[src/sv/stec_pkg.sv]
`timescale 1ns / 1ps
// ----------------------------------------------------------------------------
// stec_pkg
// Shared types and constants for the speech turn endpoint controller.
// ----------------------------------------------------------------------------
package stec_pkg;

    localparam int TIME_BITS_DEF = 16;
    localparam int SIL_W         = 16;
    localparam int FRAME_W       = 8;
    localparam int CFG_IDX_W     = 2;
    localparam int CFG_DATA_W    = 16;

    localparam logic [SIL_W-1:0]   SILENCE_END_RST = 16'd1000;
    localparam logic [SIL_W-1:0]   FOLLOWUP_WIN_RST = 16'd8000;
    localparam logic [SIL_W-1:0]   WARMUP_RST       = 16'd200;
    localparam logic [FRAME_W-1:0] FRAME_MS_RST     = 8'd30;

    localparam logic [SIL_W-1:0] SIL_MAX = '1;

    typedef enum logic [CFG_IDX_W-1:0] {
        CFG_SILENCE_END  = 2'd0,
        CFG_FOLLOWUP_WIN = 2'd1,
        CFG_WARMUP       = 2'd2,
        CFG_FRAME_MS     = 2'd3
    } cfg_idx_t;

    typedef enum logic [1:0] {
        MODE_IDLE   = 2'd0,
        MODE_LISTEN = 2'd1,
        MODE_PLAY   = 2'd2
    } mode_t;

    localparam logic [1:0] TARGET_INVALID = 2'd3;

    typedef enum logic [2:0] {
        ACT_FRAME    = 3'd0,
        ACT_WAKE     = 3'd1,
        ACT_SET_MODE = 3'd2,
        ACT_FOLLOWUP = 3'd3,
        ACT_TICK     = 3'd4
    } action_t;

    typedef struct packed {
        logic [SIL_W-1:0]   silence_end_ms;
        logic [SIL_W-1:0]   followup_win;
        logic [SIL_W-1:0]   warmup_ms;
        logic [FRAME_W-1:0] frame_ms;
    } cfg_t;

    typedef struct packed {
        mode_t mode;
        logic  end_of_speech;
        logic  followup_expired;
        logic  speech_heard;
        logic  frame_ignored;
    } result_t;

endpackage

[src/sv/speech_turn_endpoint_controller.sv]
`timescale 1ns / 1ps
// ----------------------------------------------------------------------------
// speech_turn_endpoint_controller
// Voice-turn mode controller: idle, listening, playback, driven by frame,
// wake, mode, follow-up and tick events.
// ----------------------------------------------------------------------------
// Takes one event per clock while the output channel is not stalled and
// returns one result per event. An event is captured in the input register,
// the turn state is updated from it by a single level of compare/add logic,
// and the result lands in the output register, which drives the m_ ports.
// Each event sees the state left by the previous one. While a result waits
// in the output register one more event can be taken into the input
// register; after that s_ready stays low until m_ready returns. Registers
// must be written through the cfg_* port only while no event is in flight;
// the block itself does not enforce this.
// ----------------------------------------------------------------------------
module speech_turn_endpoint_controller #(
    parameter int TIME_BITS = stec_pkg::TIME_BITS_DEF
) (
    input  logic                             aclk,
    input  logic                             aresetn,
    input  logic                             cfg_wr_en,
    input  logic [stec_pkg::CFG_IDX_W-1:0]   cfg_index,
    input  logic [stec_pkg::CFG_DATA_W-1:0]  cfg_wdata,
    input  logic                             s_valid,
    output logic                             s_ready,
    input  logic [2:0]                       s_action,
    input  logic                             s_vad_speech,
    input  logic [1:0]                       s_target_mode,
    output logic                             m_valid,
    input  logic                             m_ready,
    output logic [1:0]                       m_mode,
    output logic                             m_end_of_speech,
    output logic                             m_followup_expired,
    output logic                             m_speech_heard,
    output logic                             m_frame_ignored
);

    stec_pkg::cfg_t    cfg;
    stec_pkg::result_t res;
    stec_pkg::result_t m_res;
    logic              res_valid;
    logic              res_ready;

    stec_cfg_regs u_cfg (
        .aclk      (aclk),
        .aresetn   (aresetn),
        .cfg_wr_en (cfg_wr_en),
        .cfg_index (cfg_index),
        .cfg_wdata (cfg_wdata),
        .cfg       (cfg)
    );

    stec_core #(
        .TIME_BITS (TIME_BITS)
    ) u_core (
        .aclk          (aclk),
        .aresetn       (aresetn),
        .s_valid       (s_valid),
        .s_ready       (s_ready),
        .s_action      (s_action),
        .s_vad_speech  (s_vad_speech),
        .s_target_mode (s_target_mode),
        .cfg           (cfg),
        .res_ready     (res_ready),
        .res_valid     (res_valid),
        .res           (res)
    );

    stec_out_stage u_out (
        .aclk      (aclk),
        .aresetn   (aresetn),
        .res_valid (res_valid),
        .res       (res),
        .res_ready (res_ready),
        .m_valid   (m_valid),
        .m_ready   (m_ready),
        .m_res     (m_res)
    );

    assign m_mode             = m_res.mode;
    assign m_end_of_speech    = m_res.end_of_speech;
    assign m_followup_expired = m_res.followup_expired;
    assign m_speech_heard     = m_res.speech_heard;
    assign m_frame_ignored    = m_res.frame_ignored;

endmodule

[src/sv/stec_cfg_regs.sv]
`timescale 1ns / 1ps
// ----------------------------------------------------------------------------
// stec_cfg_regs
// Configuration register file, write only, one register per index.
// ----------------------------------------------------------------------------
module stec_cfg_regs (
    input  logic                             aclk,
    input  logic                             aresetn,
    input  logic                             cfg_wr_en,
    input  logic [stec_pkg::CFG_IDX_W-1:0]   cfg_index,
    input  logic [stec_pkg::CFG_DATA_W-1:0]  cfg_wdata,
    output stec_pkg::cfg_t                   cfg
);

    stec_pkg::cfg_t cfg_reg;
    stec_pkg::cfg_t cfg_next;

    always_comb begin
        cfg_next = cfg_reg;
        if (cfg_wr_en) begin
            case (stec_pkg::cfg_idx_t'(cfg_index))
                stec_pkg::CFG_SILENCE_END:  cfg_next.silence_end_ms = cfg_wdata;
                stec_pkg::CFG_FOLLOWUP_WIN: cfg_next.followup_win   = cfg_wdata;
                stec_pkg::CFG_WARMUP:       cfg_next.warmup_ms      = cfg_wdata;
                stec_pkg::CFG_FRAME_MS:
                    cfg_next.frame_ms = cfg_wdata[stec_pkg::FRAME_W-1:0];
                default: cfg_next = cfg_reg;
            endcase
        end
    end

    always_ff @(posedge aclk) begin
        if (!aresetn) begin
            cfg_reg.silence_end_ms <= stec_pkg::SILENCE_END_RST;
            cfg_reg.followup_win   <= stec_pkg::FOLLOWUP_WIN_RST;
            cfg_reg.warmup_ms      <= stec_pkg::WARMUP_RST;
            cfg_reg.frame_ms       <= stec_pkg::FRAME_MS_RST;
        end else begin
            cfg_reg <= cfg_next;
        end
    end

    assign cfg = cfg_reg;

endmodule

[src/sv/stec_core.sv]
`timescale 1ns / 1ps
// ----------------------------------------------------------------------------
// stec_core
// Input register, turn state and the per-item state update.
// ----------------------------------------------------------------------------
module stec_core #(
    parameter int TIME_BITS = stec_pkg::TIME_BITS_DEF
) (
    input  logic                aclk,
    input  logic                aresetn,
    input  logic                s_valid,
    output logic                s_ready,
    input  logic [2:0]          s_action,
    input  logic                s_vad_speech,
    input  logic [1:0]          s_target_mode,
    input  stec_pkg::cfg_t      cfg,
    input  logic                res_ready,
    output logic                res_valid,
    output stec_pkg::result_t   res
);

    localparam int CMP_W = (TIME_BITS > stec_pkg::SIL_W) ? TIME_BITS : stec_pkg::SIL_W;
    localparam logic [TIME_BITS-1:0] TIME_MAX = '1;

    logic                       in_valid_reg;
    stec_pkg::action_t          action_reg;
    logic                       vad_reg;
    logic [1:0]                 target_reg;

    stec_pkg::mode_t            mode_reg, mode_next;
    logic [stec_pkg::SIL_W-1:0] silence_reg, silence_next;
    logic                       seen_reg, seen_next;
    logic                       fopen_reg, fopen_next;
    logic [TIME_BITS-1:0]       elapsed_reg, elapsed_next;

    logic                       adv;
    logic [CMP_W-1:0]           el_w, warm_w, win_w;
    logic [stec_pkg::SIL_W:0]   sil_sum;
    logic [stec_pkg::SIL_W-1:0] sil_sat;
    logic                       eos, expired, ignored;

    assign adv       = in_valid_reg && res_ready;
    assign s_ready   = !in_valid_reg || res_ready;
    assign res_valid = in_valid_reg;

    always_ff @(posedge aclk) begin
        if (!aresetn) begin
            in_valid_reg <= 1'b0;
        end else if (s_ready) begin
            in_valid_reg <= s_valid;
        end
    end

    always_ff @(posedge aclk) begin
        if (s_valid && s_ready) begin
            action_reg <= stec_pkg::action_t'(s_action);
            vad_reg    <= s_vad_speech;
            target_reg <= s_target_mode;
        end
    end

    assign el_w    = CMP_W'(elapsed_reg);
    assign warm_w  = CMP_W'(cfg.warmup_ms);
    assign win_w   = CMP_W'(cfg.followup_win);
    assign sil_sum = {1'b0, silence_reg} + (stec_pkg::SIL_W + 1)'(cfg.frame_ms);
    assign sil_sat = sil_sum[stec_pkg::SIL_W] ? stec_pkg::SIL_MAX
                                               : sil_sum[stec_pkg::SIL_W-1:0];

    always_comb begin
        mode_next    = mode_reg;
        silence_next = silence_reg;
        seen_next    = seen_reg;
        fopen_next   = fopen_reg;
        elapsed_next = elapsed_reg;
        eos          = 1'b0;
        expired      = 1'b0;
        ignored      = 1'b0;
        case (action_reg)
            stec_pkg::ACT_FRAME: begin
                if (mode_reg != stec_pkg::MODE_LISTEN) begin
                    ignored = 1'b1;
                end else if (el_w < warm_w) begin
                    ignored = 1'b1;
                end else if (fopen_reg && !seen_reg && el_w > win_w) begin
                    mode_next  = stec_pkg::MODE_IDLE;
                    fopen_next = 1'b0;
                    expired    = 1'b1;
                end else if (vad_reg) begin
                    seen_next    = 1'b1;
                    silence_next = '0;
                end else if (seen_reg) begin
                    silence_next = sil_sat;
                    if (sil_sat >= cfg.silence_end_ms) begin
                        mode_next    = stec_pkg::MODE_PLAY;
                        fopen_next   = 1'b0;
                        silence_next = '0;
                        eos          = 1'b1;
                    end
                end
            end
            stec_pkg::ACT_WAKE, stec_pkg::ACT_FOLLOWUP: begin
                if (mode_reg != stec_pkg::MODE_LISTEN) begin
                    mode_next    = stec_pkg::MODE_LISTEN;
                    silence_next = '0;
                    seen_next    = 1'b0;
                    elapsed_next = '0;
                end
                if (action_reg == stec_pkg::ACT_FOLLOWUP) begin
                    fopen_next = 1'b1;
                end
            end
            stec_pkg::ACT_SET_MODE: begin
                if (target_reg != stec_pkg::TARGET_INVALID &&
                    stec_pkg::mode_t'(target_reg) != mode_reg) begin
                    mode_next = stec_pkg::mode_t'(target_reg);
                    if (stec_pkg::mode_t'(target_reg) == stec_pkg::MODE_LISTEN) begin
                        silence_next = '0;
                        seen_next    = 1'b0;
                        elapsed_next = '0;
                    end else begin
                        fopen_next = 1'b0;
                    end
                end
            end
            stec_pkg::ACT_TICK: begin
                if (elapsed_reg != TIME_MAX) begin
                    elapsed_next = elapsed_reg + 1'b1;
                end
            end
            default: begin
                mode_next = mode_reg;
            end
        endcase
    end

    always_ff @(posedge aclk) begin
        if (!aresetn) begin
            mode_reg    <= stec_pkg::MODE_IDLE;
            silence_reg <= '0;
            seen_reg    <= 1'b0;
            fopen_reg   <= 1'b0;
            elapsed_reg <= '0;
        end else if (adv) begin
            mode_reg    <= mode_next;
            silence_reg <= silence_next;
            seen_reg    <= seen_next;
            fopen_reg   <= fopen_next;
            elapsed_reg <= elapsed_next;
        end
    end

    assign res.mode             = mode_next;
    assign res.end_of_speech    = eos;
    assign res.followup_expired = expired;
    assign res.speech_heard     = seen_next;
    assign res.frame_ignored    = ignored;

    a_fopen_listen: assert property (@(posedge aclk) disable iff (!aresetn)
        fopen_reg |-> mode_reg == stec_pkg::MODE_LISTEN)
        else $error("follow-up window open outside listening");

    a_eos_play: assert property (@(posedge aclk) disable iff (!aresetn)
        res_valid && res.end_of_speech |-> res.mode == stec_pkg::MODE_PLAY)
        else $error("end of speech without playback");

    a_exp_idle: assert property (@(posedge aclk) disable iff (!aresetn)
        res_valid && res.followup_expired |-> res.mode == stec_pkg::MODE_IDLE)
        else $error("follow-up expiry without idle");

    a_flags_excl: assert property (@(posedge aclk) disable iff (!aresetn)
        res_valid |-> $countones({res.end_of_speech, res.followup_expired,
                                   res.frame_ignored}) <= 1)
        else $error("conflicting result flags");

    a_state_hold: assert property (@(posedge aclk) disable iff (!aresetn)
        !adv |=> $stable(mode_reg) && $stable(elapsed_reg) && $stable(silence_reg))
        else $error("state changed without a transfer");

endmodule

[src/sv/stec_out_stage.sv]
`timescale 1ns / 1ps
// ----------------------------------------------------------------------------
// stec_out_stage
// Result register driving the output channel.
// ----------------------------------------------------------------------------
module stec_out_stage (
    input  logic               aclk,
    input  logic               aresetn,
    input  logic               res_valid,
    input  stec_pkg::result_t  res,
    output logic               res_ready,
    output logic               m_valid,
    input  logic               m_ready,
    output stec_pkg::result_t  m_res
);

    logic              valid_reg;
    stec_pkg::result_t res_reg;

    assign res_ready = !valid_reg || m_ready;

    always_ff @(posedge aclk) begin
        if (!aresetn) begin
            valid_reg <= 1'b0;
        end else if (res_ready) begin
            valid_reg <= res_valid;
        end
    end

    always_ff @(posedge aclk) begin
        if (res_ready && res_valid) begin
            res_reg <= res;
        end
    end

    assign m_valid = valid_reg;
    assign m_res   = res_reg;

endmodule

[config.mk]
export PLATFORM = sky130hd
export DESIGN_NAME = speech_turn_endpoint_controller
export DESIGN_NICKNAME = d
export VERILOG_FILES = /design/src/sv/stec_pkg.sv /design/src/sv/speech_turn_endpoint_controller.sv /design/src/sv/stec_cfg_regs.sv /design/src/sv/stec_core.sv /design/src/sv/stec_out_stage.sv
export SDC_FILE = /design/constraint.sdc
export NUM_CORES = 1
export LEC_CHECK = 0
export ABC_AREA = 1
export BUFFER_PORTS_ARGS = -buffer_cell sky130_fd_sc_hd__buf_4
export CAP_MARGIN = 20
export CORE_UTILIZATION = 45
export DETAILED_ROUTE_END_ITERATION = 10
export GPL_ROUTABILITY_DRIVEN = 0
export MAX_ROUTING_LAYER = met4
export PLACE_DENSITY_LB_ADDON = 0.08
export SLEW_MARGIN = 20
export SYNTH_ARGS = -nofsm -noshare
export SYNTH_HDL_FRONTEND = slang
export SYNTH_HIERARCHICAL = 1
export SYNTH_SLANG_ARGS = --single-unit
[constraint.sdc]
create_clock -name aclk -period 3.1 [get_ports aclk]
set_input_delay 0.62 -clock aclk [delete_from_list [all_inputs] [get_ports aclk]]
set_output_delay 0.62 -clock aclk [all_outputs]
set_load 0.005 [all_outputs]
# [Word-level counts from Yosys, hierarchy flattened]
# Cells that the tools add are included.
[word_totals] regBits=106 output_inout_bits=8 wordCells=119
[op_classes] n_addsub=2 order_cmp=3 n_eq_ne=25 mux=44 bitwise=2 n_reduce_logical=24
[op_table] cell="$mux 16" count=11
[op_table] cell="$pmux 16 s3" count=2
[op_table] cell="$mux 1" count=20
[op_table] cell="$add 16x8->17" count=1
[op_table] cell="$add 16x1->16 const B" count=1
[op_table] cell="$ge 16x16->1" count=1
[op_table] cell="$gt 16x16->1" count=1
[op_table] cell="$lt 16x16->1" count=1
[op_table] cell="$mux 2" count=8
[op_table] cell="$ne 16x16->1 const B" count=1
[op_table] cell="$ne 2x1->1 const B" count=6
[op_table] cell="$ne 2x2->1 const B" count=5
[op_table] cell="$reduce_and 10->1" count=1
[op_table] cell="$ne 3x1->1 const B" count=3
[op_table] cell="$reduce_and 9->1" count=1
[op_table] cell="$reduce_and 2->1" count=4
[op_table] cell="$eq 3x2->1 const B" count=2
[op_table] cell="$pmux 1 s3" count=2
[op_table] cell="$pmux 2 s3" count=1
[op_table] cell="$reduce_and 6->1" count=1
[op_table] cell="$reduce_bool 3->1" count=2
[op_table] cell="$reduce_or 6->1" count=1
[op_table] cell="$logic_and 1x1->1" count=5
[op_table] cell="$eq 2x1->1 const B" count=2
[op_table] cell="other kinds (12)" count=17

# [Logic depth before layout (Yosys ltp)]
# Gate-level depths: netlist of run 1.
[depth] depth_word=10 ltp_mapped=27 mapped_depth_nobuf=26

# [Modules after synthesis]
# Netlist of run 1, hierarchy kept.
[modules_own_cells] module="stec_core" n_inst=1 cells_each=663 area_per_inst_um2=4264.1
[modules_own_cells] module="stec_cfg_regs" n_inst=1 cells_each=327 area_per_inst_um2=2248.4
[modules_own_cells] module="stec_out_stage" n_inst=1 cells_each=13 area_per_inst_um2=231.5

# [Worst setup path before layout of run 1]
# No wires, ideal clock.
[synth_timing] path_kind="register -> register" startpoint="register u_cfg.cfg_reg, in the netlist u_cfg/cfg[0]" endpoint="register u_core/silence_reg[0] (netlist bit)" setup_time_ps=125 t_arrival_ps=3007 t_required_ps=2975 path_slack_ps=-32 stages_incl_launch_ff=25 path_buffers=2 cell_sequence="dfxtp_1 ha_1 fa_1 nand3_1 nand2_1 nand2_1 nand2_1 inv_2 nor3_4 buf_4 nor2_1 inv_1 ha_1 nand2_1 inv_1 nand3_1 nor2_1 nand3_1 nand3_1 nor2_1 nand2_1 buf_2 nor2_1 o21ai_2 nor2_2"
[synth_between] elab_chain_len=10
[synth_rtl] element="start: declaration" line="stec_cfg_regs.sv:15" text="stec_pkg::cfg_t cfg_reg;"
[synth_rtl] element="start signal: assignment" line="stec_cfg_regs.sv:39" text="cfg_reg <= cfg_next;"
[synth_rtl] element="$add 16x8->17 *" line="stec_core.sv:65" text="assign sil_sum = {1'b0, silence_reg} + (stec_pkg::SIL_W + 1)'(cfg.frame_ms);"
[synth_rtl] element="$mux 16 *" line="stec_core.sv:66" text="assign sil_sat = sil_sum[stec_pkg::SIL_W] ? stec_pkg::SIL_MAX"
[synth_rtl] element="$ge 16x16->1" line="stec_core.sv:93" text="if (sil_sat >= cfg.silence_end_ms) begin"
[synth_rtl] element="$mux 16 *" line="stec_core.sv:93"
[synth_rtl] element="$mux 16 *" line="stec_core.sv:91" text="end else if (seen_reg) begin"
[synth_rtl] element="$mux 16 *" line="stec_core.sv:88" text="end else if (vad_reg) begin"
[synth_rtl] element="$mux 16 *" line="stec_core.sv:84" text="end else if (fopen_reg && !seen_reg && el_w > win_w) begin"
[synth_rtl] element="$mux 16 *" line="stec_core.sv:82" text="end else if (el_w < warm_w) begin"
[synth_rtl] element="$mux 16 *" line="stec_core.sv:80" text="if (mode_reg != stec_pkg::MODE_LISTEN) begin"
[synth_rtl] element="$pmux 16 s3 *" line="stec_core.sv:78" text="case (action_reg)"
[synth_rtl] element="end signal: assignment" line="stec_core.sv:145" text="silence_reg <= silence_next;"
[synth_rtl] element="end: declaration" line="stec_core.sv:31" text="logic [stec_pkg::SIL_W-1:0] silence_reg, silence_next;"
# Mark *: on every way between the ends. The rest lies on a longest branch, timed or not. The select of a mux whose other input is x is not followed.
# A chain may end at the register's enable or synchronous reset.

# [Worst setup path after layout of run 1]
[layout_timing] startpoint="register u_core/silence_reg[0] (netlist bit)" endpoint="register u_core/silence_reg[1] (netlist bit)"
[layout_between] elab_chain_len=10
[layout_rtl] element="$add 16x8->17 *" line="stec_core.sv:65"
[layout_rtl] element="$mux 16 *" line="stec_core.sv:66"
[layout_rtl] element="$ge 16x16->1" line="stec_core.sv:93"
[layout_rtl] element="$mux 16 *" line="stec_core.sv:93"
[layout_rtl] element="$mux 16 *" line="stec_core.sv:91"
[layout_rtl] element="$mux 16 *" line="stec_core.sv:88"
[layout_rtl] element="$mux 16 *" line="stec_core.sv:84"
[layout_rtl] element="$mux 16 *" line="stec_core.sv:82"
[layout_rtl] element="$mux 16 *" line="stec_core.sv:80"
[layout_rtl] element="$pmux 16 s3 *" line="stec_core.sv:78"
# Marks and branches as above.

==> results of run 1 <==
-- timing repair --
item	4_1_cts	5_1_grt
endpoints found under the hold margin	0	0
buffers inserted	3	6
hold buffers	0	0
setup endpoints to repair	22	22
resized for setup	29	72
pin swaps	20	34
-- cells in the mapped netlist, types with 3 or more instances --
library cell  number  area share
nor3_1            12      0.0089
nand2_4            3      0.0050
nor4_1             4      0.0037
xor2_1            12       0.016
nor2_2             7      0.0065
buf_4              7      0.0078
nand3_1           68       0.050
inv_1            166       0.092
o21ai_1           14       0.010
buf_1              3      0.0017
nor2_1           158       0.088
nand2_2            4      0.0037
dfxtp_1           94        0.28
a21oi_1           61       0.045
ha_1              56        0.10
buf_2              8      0.0059
clkbuf_1           7      0.0039
nand4_1            6      0.0056
a211oi_1           6      0.0067
xnor2_1            3      0.0039
nand2_1          237        0.13
inv_2              9      0.0050
buf_6              7       0.012
o21ai_0           15       0.011
edfxtp_1          12       0.053
-- layout make-up --
type / instances / area, sq um / area share
clock buffer: 9 / 225 / 0.0276
clock inverter: 7 / 75.1 / 0.00919
inverter: 175 / 657 / 0.0804
multi-input combinational: 689 / 4000 / 0.490
sequential: 106 / 2260 / 0.277
tap: 184 / 230 / 0.0282
timing repair buffer: 93 / 721 / 0.0883
-- critical path: stages, from the launching register on --
cell and delay (ps):
dfxtp_2 350, ha_4 170, fa_2 350, nand3_2 90, nand2_2 50, nand2_1 60
nand2_1 70, inv_2 90, nor3_4 40, buf_4 170, nor2_4 130, inv_1 50
ha_1 310, a21oi_2 140, nor2_1 50, nor2_1 90, nand2_1 60, nand2_1 90
nand3_4 110, nor2_4 130, nand2_2 80, buf_6 150, nor2_1 110, o21ai_1 70
nor2_1 90
-- through the flow --
step	TNS (ps)	utilization	hold WS, ps	instances	setup slack [ps]
2_1_floorplan	0	-	429	1003	2.70
3_3_place_gp	-4150	0.506	441	1238	-229
3_5_place_dp	-5440	0.506	445	1238	-292
4_1_cts	-1210	0.537	421	1257	-88.1
5_1_grt	-5800	0.560	420	1263	-302
6_report	-978	0.560	436	1263	-82.5
-- logic make-up (layout without fill, tap and decap cells) --
kind of cell	Yosys count	after routing
AND/OR/NAND/NOR	507	507
buffers and inverters	208	284
AO/OA/AOI/OAI	110	110
flip-flops	106	106
adder cells (fa/ha/maj)	57	57
XOR/XNOR	15	15
-- how the worst max path moves through the flow --
stage	startpoint	end	slack, ps	depth (start not counted)
6_report	u_core/silence_reg[0]	u_core/silence_reg[1]	-80	24
4_1_cts	u_core/silence_reg[0]	u_core/silence_reg[0]	-90	25
3_3_place_gp	u_cfg/cfg[0]	u_core/silence_reg[0]	-230	22
3_5_place_dp	u_cfg/cfg[0]	u_core/silence_reg[0]	-290	22
5_1_grt	u_cfg/cfg[1]	u_core/silence_reg[2]	-300	22
2_1_floorplan	u_cfg/cfg[0]	u_core/silence_reg[0]	3	24
-- power breakdown --
| part | total (W) | switching [W] | internal, W | leakage [nW] |
|---|---|---|---|---|
| Combinational | 0.000652 | 0.000370 | 0.000281 | 3.08 |
| Sequential | 0.00150 | 0.0000477 | 0.00145 | 0.887 |
| Clock | 0.00115 | 0.000586 | 0.000567 | 0.142 |
-- routing by layer --
layer	share of wire	GRT usage	vias up
met4	0.018	0.0617	0
met1	0.47	0.297	2667
met3	0.040	0.0378	19
met2	0.47	0.370	110
met5	0	-	-
li1	-	-	3280
==> qor.yml, run 1 <==
timing:
  setup_violations: 19
  slew_violations: 0
  worst_slack_ps: -82.5
  worst_pin_slew_ps: 925
  grt_setup_unrepaired: "yes"
  clock_skew_ps: 11.8
  slew-limit-headroom: 0.383
  hold_viol: 0
  clock.fmax_mhz: 314
  period_share: 1.03
  fin_crit_ps: 3180
grt:
  grt_util_all_layers: 0.229
  grt_pass1_wl_mm: 27.8
  antenna_found_initial: 0
  overflow: 0
  grt_max_degree: 61
  grt_pass1_vias: 5666
yosys:
  syn_nets: 1089
  muxShareOfSynthArea: 0
  async_flop_share: 0
  syn-cell-area_sq_mm: 0.00674
  yosysWarnings: 6
  synth_compound_area_frac: 0.0931
  synth-main-ff-cell: "dfxtp_1"
  synth_top_family_by_area: "simple AND/OR/NAND/NOR gates"
  synthSimpleGateAreaFrac: 0.317
  syn-mean-instance-area_sq_um: 6.72
  ys_seq_area_frac: 0.332
  synth_xor_area_frac: 0.0195
  synth_adder_area_share: 0.107
  synth_edf_count: 12
  ys_types: 43
  synth_seq_cells: 106
  syn-instance-count: 1003
worst_setup_path:
  start_kind: "flip-flop"
  r2r_cells: 24
  required_ps: 3390
  critPathMaxFanout: 8
  path_class: "flip-flop to flip-flop"
  worst_ep_arrival_time_ps: 3470
  r2r_slack_ps: -80
  r2r_start: "u_core/silence_reg[0]"
  setup.worst_path.end_class: "flip-flop"
  worstReg2RegEnd: "u_core/silence_reg[1]"
route:
  viasPerCell: 4.81
  num_vias: 6076
  ant_nets: 0
  drt_wl_total_mm: 16.9
  wl_per_cell_microns: 13.4
  first_pass_iters: 5
  drc: 0
  drtIter0Drc: 307
power:
  leakagePower_nw: 4.10
  finalPower_w: 0.00330
  ir_drop_uv: 278
  pwr_density_cell_mw_per_mm2: 404
floorplan:
  die-area_sq_mm: 0.0155
  start_util: 0.462
  chipWidth_microns: 124
  ios: 37
  core_area_sq_mm: 0.0146
  rows: 44
  die_h_microns: 124
cts:
  htree_levels: 3
  clockBufferDepth: 2
  cts_made_buffers: 9
  cts_root_buffer: "clkbuf_16"
  path_clk_slew_ps: 80
  clock_latency_ps: 360
  cts.sink_count: 106
  cts_tree: "yes"
worst_hold_path:
  hold_class: "input pin to flip-flop"
  hp-start: "s_action[0]"
  min_path_cells: 1
  min_to: "u_core/action_reg[0]"
layout:
  fill_cells: 1412
  largest_reg_flops: 56
  fin_area_sq_mm: 0.00817
  area_growth_pct: 21.1
  fin_nets: 1160
  final_common_cell: "nand2_1"
  drive_above_1_share: 0.205
  diodes: 0
  mostFrequentLayoutCells: "nand2_1, inv_1, nor2_1"
place:
  dpl_cell_area_sq_mm: 0.00738
  dp_hpwl_mm: 12.3
  portBuffers: 36
run_status:
  status: "complete, but fails checks"
  violations: "setup timing"
run:
  drv_cap: 0
Note: power is estimated with default switching activity, not from simulation.
==> inputs of run 2 (changes only) <==
Settings changed: ABC_AREA 1 to default, CTS_BUF_LIST from default to sky130_fd_sc_hd__clkbuf_4.
==> qor.yml, run 2 <==
run_status:
  status: "complete, but fails checks"
  violations: "setup timing"
layout:
  mostFrequentLayoutCells: "nand2_1, dfxtp_1, buf_4"
  regArea_sq_mm: 0.00225  # -0.50%
  finish.utilization: 0.551  # -0.00900
  multiInputGateArea_sq_mm: 0.00385  # -3.7%
  diodes: 0  # unchanged
  fin_nets: 848  # -27%
  largest_reg_flops: 56  # unchanged
  area_growth_pct: 17.6
  fin_cells: 943  # -25%
  drive_above_1_share: 0.210  # +0.00509
  fin_area_sq_mm: 0.00741  # -9.3%
  fill_cells: 1255  # -11%
timing:
  grt_setup_unrepaired: "yes"
  slew_violations: 0  # unchanged
  period_share: 1.24  # +0.214
  worst_slack_ps: -746  # -663 ps
  clock_skew_ps: 20.7  # +8.84 ps
  hold_viol: 0  # unchanged
  slew-limit-headroom: 0.479  # +0.0962
  worst_pin_slew_ps: 779  # -146 ps
  setup_violations: 22  # +3
  clock.fmax_mhz: 260  # -17%
  fin_crit_ps: 3850  # +663 ps
worst_setup_path:
  required_ps: 3340  # -50 ps
  setup.worst_path.end_class: "flip-flop"
  slowest_stage: "dfxtp_2"
  crit_chain: "ha_4 > fa_2 > a21o_1 > a211oi_2 > nor2_1 > o41a_1 > and2_4 > buf_6 > or2_1 > ha_1 > and4_4 > a31oi_4 > o41ai_4 > buf_4 > a21oi_2 > o21ai_2 > a2bb2oi_2"
  crit_cells: 17  # -29%
  crit_family: "compound AO/OA/AOI/OAI gates"
  r2r_cells: 17  # -29%
  slowest_delay_ps: 370  # +20 ps
  start_kind: "flip-flop"
  path_class: "flip-flop to flip-flop"
  critPathMaxFanout: 2  # -6
  r2r_slack_ps: -750  # -660 ps
  path_buf_inv: 2  # -2
  worst_ep_arrival_time_ps: 4090  # +620 ps
yosys:
  ys_types: 78  # +81%
  syn-instance-count: 696  # -31%
  yosysWarnings: 6  # unchanged
  synth_edf_count: 12  # unchanged
  synth.most_common_cell: "dfxtp_1"
  ys_seq_area_frac: 0.356  # +0.0236
  synth.area.top_cells: "dfxtp_1, ha_1, mux2i_1"
  synth-main-ff-cell: "dfxtp_1"
  syn_nets: 782  # -28%
  synth_seq_cells: 106  # unchanged
  async_flop_share: 0  # unchanged
  syn-cell-area_sq_mm: 0.00630  # -6.6%
  synth_top_area_share: 0.299  # +0.0198
  synthTopCellsByCount: "dfxtp_1, nand2_1, inv_1"
  syn-mean-instance-area_sq_um: 9.05  # +35%
  yosysTopAreaCell: "dfxtp_1"
cts:
  hold_buffers: 0  # unchanged
  path_clk_slew_ps: 160  # +80 ps
  cts_tree: "yes"
  cts_made_buffers: 9  # unchanged
  cts.sink_count: 106  # unchanged
  htree_levels: 3  # unchanged
  clock_latency_ps: 490  # +130 ps
  cts_root_buffer: "clkbuf_4"
  clockBufferDepth: 2  # unchanged
grt:
  grt_util_all_layers: 0.224  # -0.00487
  grt_pass1_vias: 4960  # -12%
  grt_max_degree: 44  # -28%
  antenna_found_initial: 0  # unchanged
  grt_pass1_wl_mm: 24.6  # -12%
  overflow: 0  # unchanged
floorplan:
  die-area_sq_mm: 0.0145  # -6.5%
  chipWidth_microns: 120  # -3.3%
  ios: 37  # unchanged
  die_h_microns: 120  # -3.3%
  rows: 42  # -4.5%
  core_area_sq_mm: 0.0135  # -7.8%
  start_util: 0.468  # +0.00583
route:
  num_vias: 5102  # -16%
  ant_nets: 0  # unchanged
  drtIter0Drc: 255  # -17%
  viasPerCell: 5.41  # +12%
  first_pass_iters: 5  # unchanged
  drc: 0  # unchanged
  wl_per_cell_microns: 15.8  # +18%
  drt_wl_total_mm: 14.9  # -12%
power:
  pwr_density_cell_mw_per_mm2: 350  # -14%
  leakagePower_nw: 3.31  # -19%
  ir_drop_uv: 489  # +76%
run:
  drv_cap: 0  # unchanged
place:
  dp_hpwl_mm: 11.5  # -6.5%
  portBuffers: 36  # unchanged
  preCtsSetupSlack_ps: -915  # -623 ps
  placedCellCount: 920  # -26%
  dpl_cell_area_sq_mm: 0.00700  # -5.1%
worst_hold_path:
  hold_class: "input pin to flip-flop"
  min_path_cells: 1  # unchanged
run 2: cell count changes after synthesis, moves of 24 or more:
| cell | before | now |
|---|---|---|
| mux2i_1 | 0 | 51 |
| nand3_1 | 68 | 19 |
| inv_1 | 166 | 68 |
| nor2b_1 | 0 | 24 |
| nand2_1 | 237 | 92 |
| nor2_1 | 158 | 29 |
| a21oi_1 | 61 | 31 |
run 2: path summary, 6_finish.rpt:
check | start | endpoint
worst max-delay path | u_core/silence_reg[0] | u_out/m_res[4]
worst min register to register | u_cfg/cfg[44] | u_cfg/cfg[44]
worst max register to register | u_core/silence_reg[0] | u_out/m_res[4]
worst min-delay path | s_target_mode[0] | u_core/target_reg[0]
run 2: cells by family after synthesis:
family,Yosys count,share of synthesized area
xor gates and xnor gates,22,0.0306
muxes,52,0.0829
buffers and inverters,100,0.0721
adders and majority gates,57,0.114
AOI/OAI and AO/OA,132,0.156
and+or+nand+nor,227,0.188
DFF,106,0.356
run 2: routing by layer:
layer	vias up	GRT usage	wire length [microns]
met2	79	0.357	6950
met3	11	0.0392	444
li1	2574	-	-
met1	2438	0.295	7400
met5	-	-	0
met4	0	0.0586	152
run 2: where the power goes:
part	internal (W)	leakage, nW	switching (W)
Combinational	0.000147	2.34	0.000184
Clock	0.000328	0.0886	0.000470
Sequential	0.00143	0.881	0.0000323
run 2: stage by stage:
| step | hold slack (ps) | power, W | setup TNS (ps) |
|---|---|---|---|
| after detailed placement | 449 | 0.00180 | -18560 |
| after global placement | 444 | 0.00179 | -17290 |
| after CTS | 242 | 0.00262 | -15790 |
| after floorplan | 434 | 0.00169 | -12680 |
| final | 298 | 0.00259 | -15300 |
| after global routing | 242 | 0.00272 | -19110 |
run 2: cell type report:
class                      count  area share
inverter                      68      0.0345
clock buffer                   9     0.00912
tap                          176      0.0297
clock inverter                 7      0.0123
sequential                   106       0.303
timing repair buffer          87      0.0912
multi-input combinational    490       0.520
run 2: what timing repair did:
action / 4_1_cts / 5_1_grt
resized for setup: 24 / 14
gates cloned: 0 / 0
setup buffers: 3 / 4
pin swaps: 11 / 22
setup endpoints to repair: 22 / 22
